**src/rtl/lcc_ram.sv**
```systemverilog
// lcc_ram: generic simple dual-port RAM, one write and one registered read port.
// No dependencies.
`default_nettype none

module lcc_ram #(
  parameter int unsigned WIDTH = 8,
  parameter int unsigned DEPTH = 64
) (
  input  wire logic                     clk,
  input  wire logic                     we,
  input  wire logic [$clog2(DEPTH)-1:0] waddr,
  input  wire logic [WIDTH-1:0]         wdata,
  input  wire logic                     re,
  input  wire logic [$clog2(DEPTH)-1:0] raddr,
  output logic      [WIDTH-1:0]         rdata
);

  logic [WIDTH-1:0] mem [DEPTH];

  always_ff @(posedge clk) begin
    if (we) begin
      mem[waddr] <= wdata;
    end
    if (re) begin
      rdata <= mem[raddr];
    end
  end

endmodule

`default_nettype wire

```
**config.mk**
```make
export PLATFORM = sky130hd
export DESIGN_NAME = lcc_ram
export DESIGN_NICKNAME = d
export VERILOG_FILES = /design/src/rtl/lcc_ram.sv
export SDC_FILE = /design/constraint.sdc
export NUM_CORES = 1
export LEC_CHECK = 0
export CORE_MARGIN = 2
export CORE_UTILIZATION = 28
export CTS_BUF_LIST = sky130_fd_sc_hd__clkbuf_16
export CTS_CLUSTER_DIAMETER = 40
export DETAILED_ROUTE_END_ITERATION = 6
export DONT_BUFFER_PORTS = 1
export GPL_TIMING_DRIVEN = 0
export MAX_ROUTING_LAYER = met4
export PLACE_DENSITY_LB_ADDON = 0.08
export SYNTH_ARGS = -nofsm -noshare
export SYNTH_HDL_FRONTEND = slang
export SYNTH_SLANG_ARGS = --single-unit
```
**constraint.sdc**
```tcl
create_clock -name clk -period 5.2 [get_ports clk]
set_input_delay 1.04 -clock clk [delete_from_list [all_inputs] [get_ports clk]]
set_output_delay 1.04 -clock clk [all_outputs]
set_load 0.005 [all_outputs]
```
; ---- Yosys cells after proc, flatten, opt, wreduce, memory -nomap -nowiden
; Memory sizes are Yosys's and may differ from the RTL's. A register that Yosys moved wholly into a read port is not among the register bits.
; Index checks and enable logic that the tools add are counted.
[totals]
latch_bits = 0
in_bits = 23
memories = 1
reg_bits = 0
mem_bits_rw = 512
output_inout_bits = 8
word_cells = 3
romBits = 0
[mem_list]
columns = memory, depth, word_bits, rd, rd_clocked_by_memory_dff, wr, line
row1 = mem, 64, 8, 1, 1, 1, 18  ; logic [WIDTH-1:0] mem [DEPTH];
[classes]
shifts = 0
n_reduce_logical = 0
div_mod_pow = 0
addsub = 0
bitwise = 0
mux = 2
n_eq_ne = 0
mul = 0
magnitude_cmp = 0
[op_table]
columns = operator, n
row1 = two-way mux 1 bit, 2

; ---- Depth between registers and ports, before layout
[depth]
depth_word = 2
ltp_mapped = 9
mapped_depth_nobuf = 5

; ---- Worst setup path before layout
; OpenSTA, ideal clock, no wires.
[synth_timing]
path_kind = input -> register
from = input port raddr[1]
to = register rdata[3], read port of mem, data pin
setup_time_ns = 0.266
path_stages = 7
setup_slack_ns = 2.354
arrival_time_ns = 2.580
n_path_buf = 3
required_ns = 4.934
path_cell_list = buf_4 -> buf_2 -> buf_2 -> mux4_2 -> mux4_2 -> o21ai_1 -> o41ai_1
[synth_lines]
columns = element, line
row1 = "start, declared", 14  ; input wire logic [$clog2(DEPTH)-1:0] raddr,
row2 = "end, declared", 15  ; output logic [WIDTH-1:0] rdata

==> impl_metrics.env <==
export IMPL_setup_viol=0
export IMPL_htreeDepth=3
export IMPL_finalWirelength_um=59700
export IMPL_fmax_mhz=247
export IMPL_synth_mux_area_share_pct=15.9
export IMPL_placedCellCount=1890
export IMPL_worst_slew_pin_slew_ps=1270
export IMPL_final_cell_mix="520 x edfxtp_1, 126 x mux4_2, 95 x clkbuf_16"
export IMPL_numCtsBuffers=93
export IMPL_cp_end_kind="register"
export IMPL_path_buf_inv=4
export IMPL_leakage_nw=7.77
export IMPL_gp_congestion=0.826
export IMPL_clockBufferDepth=3
export IMPL_regToRegSetupSlack_ps=2760
export IMPL_yosys_area_share_xor_xnor_pct=0
export IMPL_dr_first_iter_drc_count=874
export IMPL_start_util_pct=28.3
export IMPL_layout_cells_non_filler=2064
export IMPL_slew_limit_headroom_pct=15.1
export IMPL_crit_path_max_incr_delay_ps=940
export IMPL_period_share_pct=78.0
export IMPL_synth_flop_cell="edfxtp_1"
export IMPL_yosysSeqAreaShare_pct=77.1
export IMPL_ant_nets=0
export IMPL_clk_pin_slew_worst_paths_ps=50
export IMPL_layout_commonest_cell="edfxtp_1"
export IMPL_cp_data_arrival_time_ps=4320
export IMPL_design_area_mm2=0.0248
export IMPL_max_cap_violations=0
export IMPL_drtPass1Iterations=5
export IMPL_cts_resized=0
export IMPL_synth_cell_types=39
export IMPL_p_per_area_mw_per_mm2=464
export IMPL_path_delay_family="buffers and inverters"
export IMPL_core_area_mm2=0.0715
export IMPL_drive_gt1_share_pct=29.8
export IMPL_place_area_mm2=0.0214
export IMPL_n_fill_cell=6633
export IMPL_nets=1058
export IMPL_whs_ps=516
export IMPL_status="finished clean"
export IMPL_rsz0062_at_grt="no"
export IMPL_dp_hpwl_um=37300
export IMPL_required_ps=5460
export IMPL_period_minus_slack_ps=4060
export IMPL_rows=98
export IMPL_min_delay_start="wdata[4]"
export IMPL_postCtsSetupBuffers=0
export IMPL_synth_cells=940
export IMPL_r2r_start="mem[21][4]"
export IMPL_holdCritPathClass="input pin to register"
export IMPL_die_w_um=273
export IMPL_vias=9910
export IMPL_drc=0
export IMPL_syn_area_mm2=0.0202
export IMPL_power_mw=11.5
export IMPL_fin_tns_setup_ps=0
export IMPL_syn2layout_area_growth_pct=22.4
export IMPL_io_pins=31
export IMPL_die_area_mm2=0.0745
export IMPL_synth_edf_count=520
export IMPL_async_reset_ff_share_pct=0
export IMPL_gr_total_overflow=0
export IMPL_drv_slew=0
export IMPL_critPathLaunchType="input pin"
export IMPL_antenna_found_initial=3
export IMPL_clkLatencyLatePin_ps=620
export IMPL_cts_tree="yes"
export IMPL_critPathLaunch="raddr[2]"
export IMPL_clock_sinks=520
export IMPL_path_cells="buf_2 > buf_4 > clkbuf_1 > buf_2 > o221ai_1 > o21a_1 > o41ai_1"
export IMPL_synthAdderAreaFrac_pct=0
export IMPL_wire_per_inst_um=28.9
export IMPL_via_per_inst=4.80
export IMPL_path_class="input pin to register"
export IMPL_slowest_stage="o41ai_1"
export IMPL_grt_pass1_vias=10400
export IMPL_irDropWorstVdd_v=0.000250
export IMPL_synth_top_family_by_area="multiplexers"
export IMPL_synth_compound_area_share_pct=2.06
export IMPL_synth_simple_area_share_pct=3.37
export IMPL_worstPathMaxFanout=10
export IMPL_grt_util_all_layers_pct=16.8
export IMPL_die_y_um=273
export IMPL_port_buffers=0
export IMPL_root_buffer="clkbuf_16"
export IMPL_syn_nets=963
export IMPL_ys_warnings_count=0
export IMPL_cpMostUsedCell="buf_2"
export IMPL_post_synth_cell_area_avg_um2=21.5
export IMPL_grt_pass1_wl_um=83300
export IMPL_grt_max_degree=65
export IMPL_ys_seq_elements=520
export IMPL_cts_hold_buf=0
export IMPL_finalHoldViolCount=0
export IMPL_fin_skew_ps=19.5
## final timing paths
| kind | to | cells after the start |
|---|---|---|
| worst min-delay path | mem[0][4] | 0 |
| worst max-delay path | rdata[5] | 7 |
| worst max register to register | rdata[4] | 5 |
| worst min register to register | rdata[7] | 4 |
## stage by stage
stage | setup slack, ps | util [%]
after detailed placement | 638 | 30.0
after global routing | 1060 | 34.7
after global placement | 689 | 30.0
after CTS | 1280 | 34.7
after floorplan | 2350 | -
final | 1140 | 34.7
## area by class of cell
| type | instances | area [µm²] | area share, % |
|---|---|---|---|
| tap | 950 | 1190 | 4.80 |
| multi-input combinational | 369 | 4330 | 17.5 |
| clock buffer | 95 | 2380 | 9.59 |
| clock inverter | 78 | 956 | 3.86 |
| buffer | 51 | 317 | 1.28 |
| sequential | 520 | 15600 | 63.0 |
| antenna | 1 | 2.50 | 0.0101 |
## power breakdown
part	switching (mW)	internal (mW)
combinational	0.254	0.155
clock	2.17	4.24
sequential	0.00842	4.66
total	2.44	9.05
## registers in the layout (all words and copies together) (netlist names)
name and count:
mem 512, rdata 8
## routing by layer
layer	share of wire, %	vias to the layer above	wire, µm	GRT usage [%]
li1	-	4174	-	-
met1	47	5372	28000	23.1
met2	46	282	27200	24.9
met3	5.6	82	3340	3.78
met4	1.9	0	1120	4.70
met5	0	-	0	-
## cells by family after synthesis
family	after synthesis
AOI/OAI and AO/OA	54
buffers and inverters	51
DFF	520
muxes	162
and+or+nand+nor	153
## synthesized netlist by cell type, types with 3 or more instances
| cell | n | area share, % |
|---|---|---|
| o2111ai_1 | 3 | 0.13 |
| buf_4 | 13 | 0.48 |
| nand2_1 | 19 | 0.35 |
| nand3b_1 | 3 | 0.11 |
| buf_6 | 4 | 0.22 |
| a22oi_1 | 3 | 0.11 |
| clkbuf_1 | 17 | 0.32 |
| edfxtp_1 | 520 | 77 |
| buf_2 | 11 | 0.27 |
| nand3_1 | 13 | 0.32 |
| o2bb2ai_1 | 3 | 0.13 |
| mux2_2 | 13 | 0.72 |
| nand2b_1 | 7 | 0.22 |
| mux4_2 | 126 | 14 |
| o22ai_1 | 8 | 0.25 |
| o221ai_1 | 8 | 0.35 |
| a21oi_1 | 3 | 0.074 |
| mux2i_1 | 23 | 1.1 |
| nor3_1 | 7 | 0.17 |
| a211oi_1 | 4 | 0.15 |
| nor2_1 | 83 | 1.5 |
| buf_1 | 4 | 0.074 |
| nor2b_1 | 14 | 0.43 |
| a221oi_1 | 6 | 0.26 |
(Power assumes the default switching activity.)
