--- src/rtl/lcc_low_bit.sv ---
// lcc_low_bit: finds the index of the lowest set bit of a vertex set.
// No dependencies; result is meaningless for an all-zero input.
`default_nettype none

module lcc_low_bit #(
  parameter int unsigned WIDTH = 64
) (
  input  wire logic [WIDTH-1:0]         vec,
  output logic      [$clog2(WIDTH)-1:0] idx
);

  localparam int unsigned IW = $clog2(WIDTH);

  logic [WIDTH-1:0] low;

  // isolate the lowest one, then encode it with an or tree
  always_comb begin
    low = vec & (~vec + WIDTH'(1));
    idx = '0;
    for (int i = 0; i < WIDTH; i++) begin
      if (low[i]) begin
        idx = idx | IW'(i);
      end
    end
  end

endmodule

`default_nettype wire

--- config.mk ---
export PLATFORM = sky130hd
export DESIGN_NAME = lcc_low_bit
export DESIGN_NICKNAME = d
export VERILOG_FILES = /design/src/rtl/lcc_low_bit.sv
export SDC_FILE = /design/constraint.sdc
export NUM_CORES = 1
export LEC_CHECK = 0
export ABC_AREA = 1
export BUFFER_PORTS_ARGS = -buffer_cell sky130_fd_sc_hd__buf_4
export CAP_MARGIN = 20
export CORE_UTILIZATION = 39
export DETAILED_ROUTE_END_ITERATION = 8
export PLACE_DENSITY = 0.66
export SYNTH_ARGS = -nofsm -noshare
export SYNTH_HDL_FRONTEND = slang
export SYNTH_SLANG_ARGS = --single-unit
export TNS_END_PERCENT = 30
--- constraint.sdc ---
create_clock -name vclk -period 2.1
set_input_delay 0.42 -clock vclk [all_inputs]
set_output_delay 0.42 -clock vclk [all_outputs]
set_load 0.005 [all_outputs]
Yosys cells after proc, flatten, opt, wreduce, memory -nomap -nowiden:

Index checks and enable logic that the tools add are counted.

* $add $sub $neg: 1
* multiplexer cells: 63
* bitwise gates (word level): 2

Operators with widths (number)
* $mux W6: 32
* $mux W5: 16
* $add A64 B1 Y64 const B: 1
* $and A64 B64 Y64: 1
* $not A64 Y64: 1
* $mux W4: 8
* $mux W3: 4
* $mux W2: 2
* $mux W1: 1

* bits of input ports: 64
* bits in registers: 0
* output and inout bits: 6
* word-level logic and storage cells: 66

Logic depth before layout (Yosys ltp):

Gate-level depths: netlist (run 1).

* word-level depth: 66
* mapped depth: 13
* depth with buffers taken out: 13

Worst setup path before layout (run 1):

Ideal clock, no wire load.

* kind: input-to-output
* start point: in vec[15]
* end point: out idx[5]
* path slack: 227 ps
* data required time: 1680 ps
* cell stages on the path: 11
* buffers on the path: 0
* arrival time: 1453 ps
* cells stage by stage: nor2_1 nand2_1 nor2_1 nand2_1 nor2_4 nand3_2 nand2_1 inv_1 nand3_1 nor2_1 nand2_1

* cells in the longest elaborated chain, start to end: 35

RTL lines
* from (decl): RTL line 8 `input wire logic [WIDTH-1:0] vec,`
* $not A64 Y64 *: RTL line 18 `low = vec & (~vec + WIDTH'(1));`
* $add A64 B1 Y64 *: RTL line 18
* $and A64 B64 Y64 *: RTL line 18
* $mux W6 (31 in a row): RTL line 21 `if (low[i]) begin`
* $mux W6 *: RTL line 21
* to (decl): RTL line 9 `output logic [$clog2(WIDTH)-1:0] idx`

Mark *: on every way between the ends. The rest lies on a longest branch, timed or not.

Worst setup path after layout (run 1):

* start point: in vec[19]
* end point: out idx[5]

Same word-level chain as after synthesis.

==> results of run 1 <==
==> cells by family (layout without fill, tap and decap cells) <==
kind of cell,count (synthesis),in the layout,synth area share [%]
buffers and inverters,82,247,13.9
AOI/OAI and AO/OA,4,4,1.19
and+or+nand+nor,416,416,84.9
==> cells in the mapped netlist, types with 2 or more instances <==
cell | instances | area (µm²)
nand2_1 | 155 | 582
nor2_1 | 142 | 533
inv_1 | 80 | 300
nand3_1 | 58 | 290
nor3_1 | 11 | 55.1
nand4_1 | 9 | 56.3
nor2_2 | 9 | 56.3
nor2_4 | 9 | 101
nand3_2 | 8 | 80.1
nand2_2 | 5 | 31.3
nand3b_1 | 3 | 22.5
inv_2 | 2 | 7.51
nand2_4 | 2 | 22.5
nor3b_1 | 2 | 15.0
==> area by class of cell <==
| class | count | area, µm² | area share, % |
|---|---|---|---|
| inverter | 82 | 308 | 7.41 |
| multi-input combinational | 420 | 2440 | 58.9 |
| timing repair buffer | 165 | 1310 | 31.6 |
| tap | 72 | 90.1 | 2.17 |
==> metrics by stage <==
stage / worst slack, ns / power (mW) / TNS [ns]
after floorplan: 0.227 / 0.106 / 0
after global placement: -0.268 / 0.355 / -1.47
after detailed placement: -0.261 / 0.357 / -1.51
after CTS: -0.143 / 0.398 / -0.799
after global routing: -0.310 / 0.479 / -1.71
final: -0.217 / 0.445 / -1.25
==> power breakdown <==
part | switching [mW] | internal [mW]
clock network | 0 | 0
registers | 0 | 0
logic | 0.219 | 0.226
total | 0.219 | 0.226
==> worst min-delay path by stage <==
stage / endpoint / depth (start not counted)
CTS: idx[0] / 6
floorplan: idx[3] / 4
global route: idx[3] / 6
detailed placement: idx[0] / 6
finish: idx[1] / 6
global placement: idx[0] / 6
==> metal layers <==
layer | up-vias | routed length (µm)
met5 | - | 0
met4 | 0 | 274
met3 | 33 | 837
met2 | 194 | 5110
met1 | 1722 | 4630
li1 | 1874 | -
==> timing repair <==
item / in CTS / in global routing
gates resized for setup: 79 / 85
endpoints found under the setup margin: 6 / 6
gates cloned: 0 / 0
buffers inserted: 4 / 4
pin swaps: 38 / 41
==> layout by cell type, fill, tap and decap left out, types with 2 or more instances in the layout <==
cell / n
buf_4: 147
nand2_1: 128
nor2_1: 90
inv_1: 79
nand3_1: 42
nor2_4: 40
nor2_2: 30
nand2_2: 27
nand3_2: 19
buf_6: 17
nand4_1: 9
nor3_1: 8
nand2_4: 7
nand3_4: 5
inv_2: 3
nand3b_1: 3
nor3_2: 2
==> flow_summary.yaml, run 1 <==
detailed_routing:
  vias_per_cell: 5.17
  route.detailed.drc: 0
  firstDrtPassIters: 6
  ant_nets: 0
  dr.first_iter.drc_count: 315
  vias: 3823
  wl_per_cell_um: 14.7
  routed_wl_um: 10800
setup_path:
  path_depth: 13
  slowest_stage: "nor2_4"
  path_max_fanout: 5
  start_kind: "input pin"
  critPathTopFamily: "simple AND/OR/NAND/NOR gates"
  crit_chain: "buf_4, nor2_1, nand2_2, nor2_2, nand2_1, nor2_4, nand3_4, nand3_1, nor2_1, nand2_1, nor2_1, nand2_1, buf_4"
  path_buf_inv: 2
  critPathCaptureType: "primary output"
  cp.arrival_ns: 1.90
  worstPathRequired_ns: 1.68
  worstSetupPathType: "in -> out"
  cp-startpoint: "vec[19]"
  slowest_delay_ns: 0.26
  cp-endpoint: "idx[5]"
grt:
  grt_max_degree: 6
  grt_pass1_wl_um: 16800
  grt_use_met2_pct: 57.3
  use_met3_pct: 3.57
  grt.busiest_layer: "met2"
  grt_usage_pct: 34.5
  antenna_found_initial: 0
  overflow: 0
  grt_pass1_vias: 3606
  use_met1_pct: 47.2
logic_synthesis:
  synth_area_per_cell_um2: 4.41
  synth_fp_nets: 566
  synth.yosys.seq_area_share_pct: 0
  ys_warn_count: 0
  ys_types: 21
  synth_cells: 502
  syn-cell-area_um2: 2210
sta:
  hold_violations: 0
  fin_crit_sh_pct: 110
  rsz0062_at_grt: "yes"
  timing.hold.ws_ns: 1.34
  drv_slew: 0
  layout_setup_ws_ns: -0.217
  timing.fmax_mhz: 432
  slew_headroom_pct: 68.9
  final-setup-viol-count: 6
  tightest_slew_ns: 0.463
  fin_crit_ns: 2.32
place:
  placed_area_um2: 3480
  portBuffers: 70
  place_inst: 731
  routabilityCongestion: 1.02
  dpl.hpwl_um: 8250
floorplanning:
  rows: 27
  initial_core_util_pct: 40.4
  die-height_um: 77.3
  dieArea_um2: 5980
  chipWidth_um: 77.3
  pin_count: 70
  core_area_um2: 5470
cells_and_area:
  seq_cells: 0
  design_area_um2: 4150
  finalNonFillerCells: 739
  final_nets: 733
  n_antenna_cell: 0
  drive_gt1_share_pct: 45.6
  clock_buffers: 0
  seq_area_um2: 0
  area_growth_pct: 87.7
  fillCellCount: 460
  final_util_pct: 75.9
clock_network:
  cts_hold_buf: 0
min_path:
  hold_path_class: "in -> out"
  hp-start: "vec[42]"
outcome:
  outcome: "finished with violations"
  violations: "negative setup slack"
flow_run:
  cap_violations: 0
power:
  peakVddDrop_uv: 130
  p_per_area_nw_per_um2: 107
  p_leak_nw: 2.24
(Power assumes the default switching activity.)
==> run 2: changes to the inputs <==
Settings changed: PLACE_DENSITY 0.66 to 0.72.
==> run 2 against run 1 <==
  * Fmax fell by 0.80%
  * Worst hold slack improved by 0.014 ns
  * Setup slack got worse by 0.019 ns
  * Critical endpoint is now idx[1]
  * Cell count fell by 1.2%
  * The flow still finishes with violations (negative setup slack)
  * Largest power group unchanged
  * Critical path depth did not move
  * Design area fell by 9.3%
  * Via count fell by 3.4%
  * First-iteration DRC count rose by 19%
  * Global-route usage fell by 1.3 points
  * Sequential share of layout area did not move
  * Count of clock-buffer cells in the layout did not move
==> flow_summary.yaml, run 2 (synthesis results as in run 1) <==
setup_path:
  critPathCaptureType: "primary output"
  cp.arrival_ns: 1.92
  worstPathRequired_ns: 1.68
  worstSetupPathType: "in -> out"
  path_max_fanout: 6
  start_kind: "input pin"
power:
  p_sw_mw: 0.191
  p_sw_share_pct: 48.3
  power_mw: 0.396
  power_frac_clock_pct: 0
  seq_power_share_pct: 0
  peakVddDrop_uv: 103
  comb_power_share_pct: 100.0
  p_per_area_nw_per_um2: 105
  p_leak_nw: 2.11
  p_int_mw: 0.205
sta:
  tns_ns: -1.27
  drv_slew: 0
  final-setup-viol-count: 6
  rsz0062_at_grt: "yes"
  hold_violations: 0
  slew_headroom_pct: 67.4
  timing.fmax_mhz: 428
  fin_crit_sh_pct: 111
  fin_crit_ns: 2.34
  tightest_slew_ns: 0.484
  layout_setup_ws_ns: -0.235
detailed_routing:
  route.detailed.drc: 0
  routed_wl_um: 10200
  ant_nets: 0
  firstDrtPassIters: 5
  dr.first_iter.drc_count: 374
  vias_per_cell: 5.06
  wl_per_cell_um: 13.9
  vias: 3693
floorplanning:
  dieArea_um2: 5980
  chipWidth_um: 77.3
  initial_core_util_pct: 40.4
  core_area_um2: 5470
  pin_count: 70
  die-height_um: 77.3
  rows: 27
cells_and_area:
  final_nets: 724
  clock_buffers: 0
  finalNonFillerCells: 730
  seq_area_um2: 0
  final_util_pct: 68.8
  seq_cells: 0
  drive_gt1_share_pct: 39.7
  mostFrequentLayoutCell: "buf_4"
  final_cell_mix: "buf_4, nand2_1, nor2_1"
  area_growth_pct: 70.3
  n_antenna_cell: 0
grt:
  grt_usage_pct: 33.2
  grt_max_degree: 7
  grt_pass1_vias: 3464
  antenna_found_initial: 0
  overflow: 0
  grt_pass1_wl_um: 16100
place:
  place_inst: 727
  dpl.hpwl_um: 8350
  routabilityCongestion: 1.01
  portBuffers: 70
  place_ws_ns: -0.268
min_path:
  hold_path_class: "in -> out"
flow_run:
  cap_violations: 0
outcome:
  outcome: "finished with violations"
  violations: "negative setup slack"
## run 2: cell types whose count changed in the layout (fill, tap and decap cells not counted), moves of 2 or more
cell     before  now
buf_4       147  152
buf_6        17    4
nand3_1      42   47
nor2_1       90  111
nand3_4       5    0
nor3_1        8   10
nand2_1     128  132
nor2_2       30   24
nor2_4       40   25
nand2_4       7    2
## run 2: path summary, 6_finish.rpt
kind / to / from / slack, ns / depth (start not counted)
hold / removal: idx[0] / vec[41] / 1.36 / 6
setup / recovery: idx[1] / vec[5] / -0.24 / 13
## run 2: through the flow
stage	instance area, µm²	hold slack [ns]
after global routing	3770	1.40
after global placement	3450	1.35
after CTS	3620	1.35
final	3770	1.36
after floorplan	2210	1.06
after detailed placement	3450	1.35
## run 2: critical path, cell delays in order
cell      delay (ns)
buf_4           0.13
nor2_4          0.15
nand2_2         0.08
nor2_4          0.25
nand2_4         0.11
nor2_4          0.20
nand2_2         0.09
nand2_2         0.10
a21oi_2         0.06
nand3b_1        0.10
nor2_1          0.05
nand2_1         0.07
buf_4           0.11
## run 2: layout make-up
cell class	count	area, µm²
Inverter	82	308
Fill cell	530	1710
Tap cell	72	90.1
Multi-Input combinational cell	420	2180
Timing Repair Buffer	156	1190
## run 2: power groups by stage
stage | Clock (mW) | Combinational [mW] | Sequential (mW)
after floorplan | 0 | 0.106 | 0
after global placement | 0 | 0.357 | 0
after detailed placement | 0 | 0.360 | 0
after CTS | 0 | 0.373 | 0
after global routing | 0 | 0.428 | 0
final | 0 | 0.396 | 0
## run 2: metal layers
layer	routed length (µm)	track usage, %	part of all wire [%]
met1	4610	47.0	45
met4	163	5.66	1.6
met5	0	0	0
met3	867	5.12	8.5
met2	4520	52.9	44
## run 2: timing repair
| item | 4_1_cts | 5_1_grt |
|---|---|---|
| gates resized for setup | 43 | 45 |
| setup endpoints to repair | 6 | 6 |
| pin swaps | 19 | 20 |
| hold buffers | 0 | 0 |
| setup buffers | 3 | 0 |
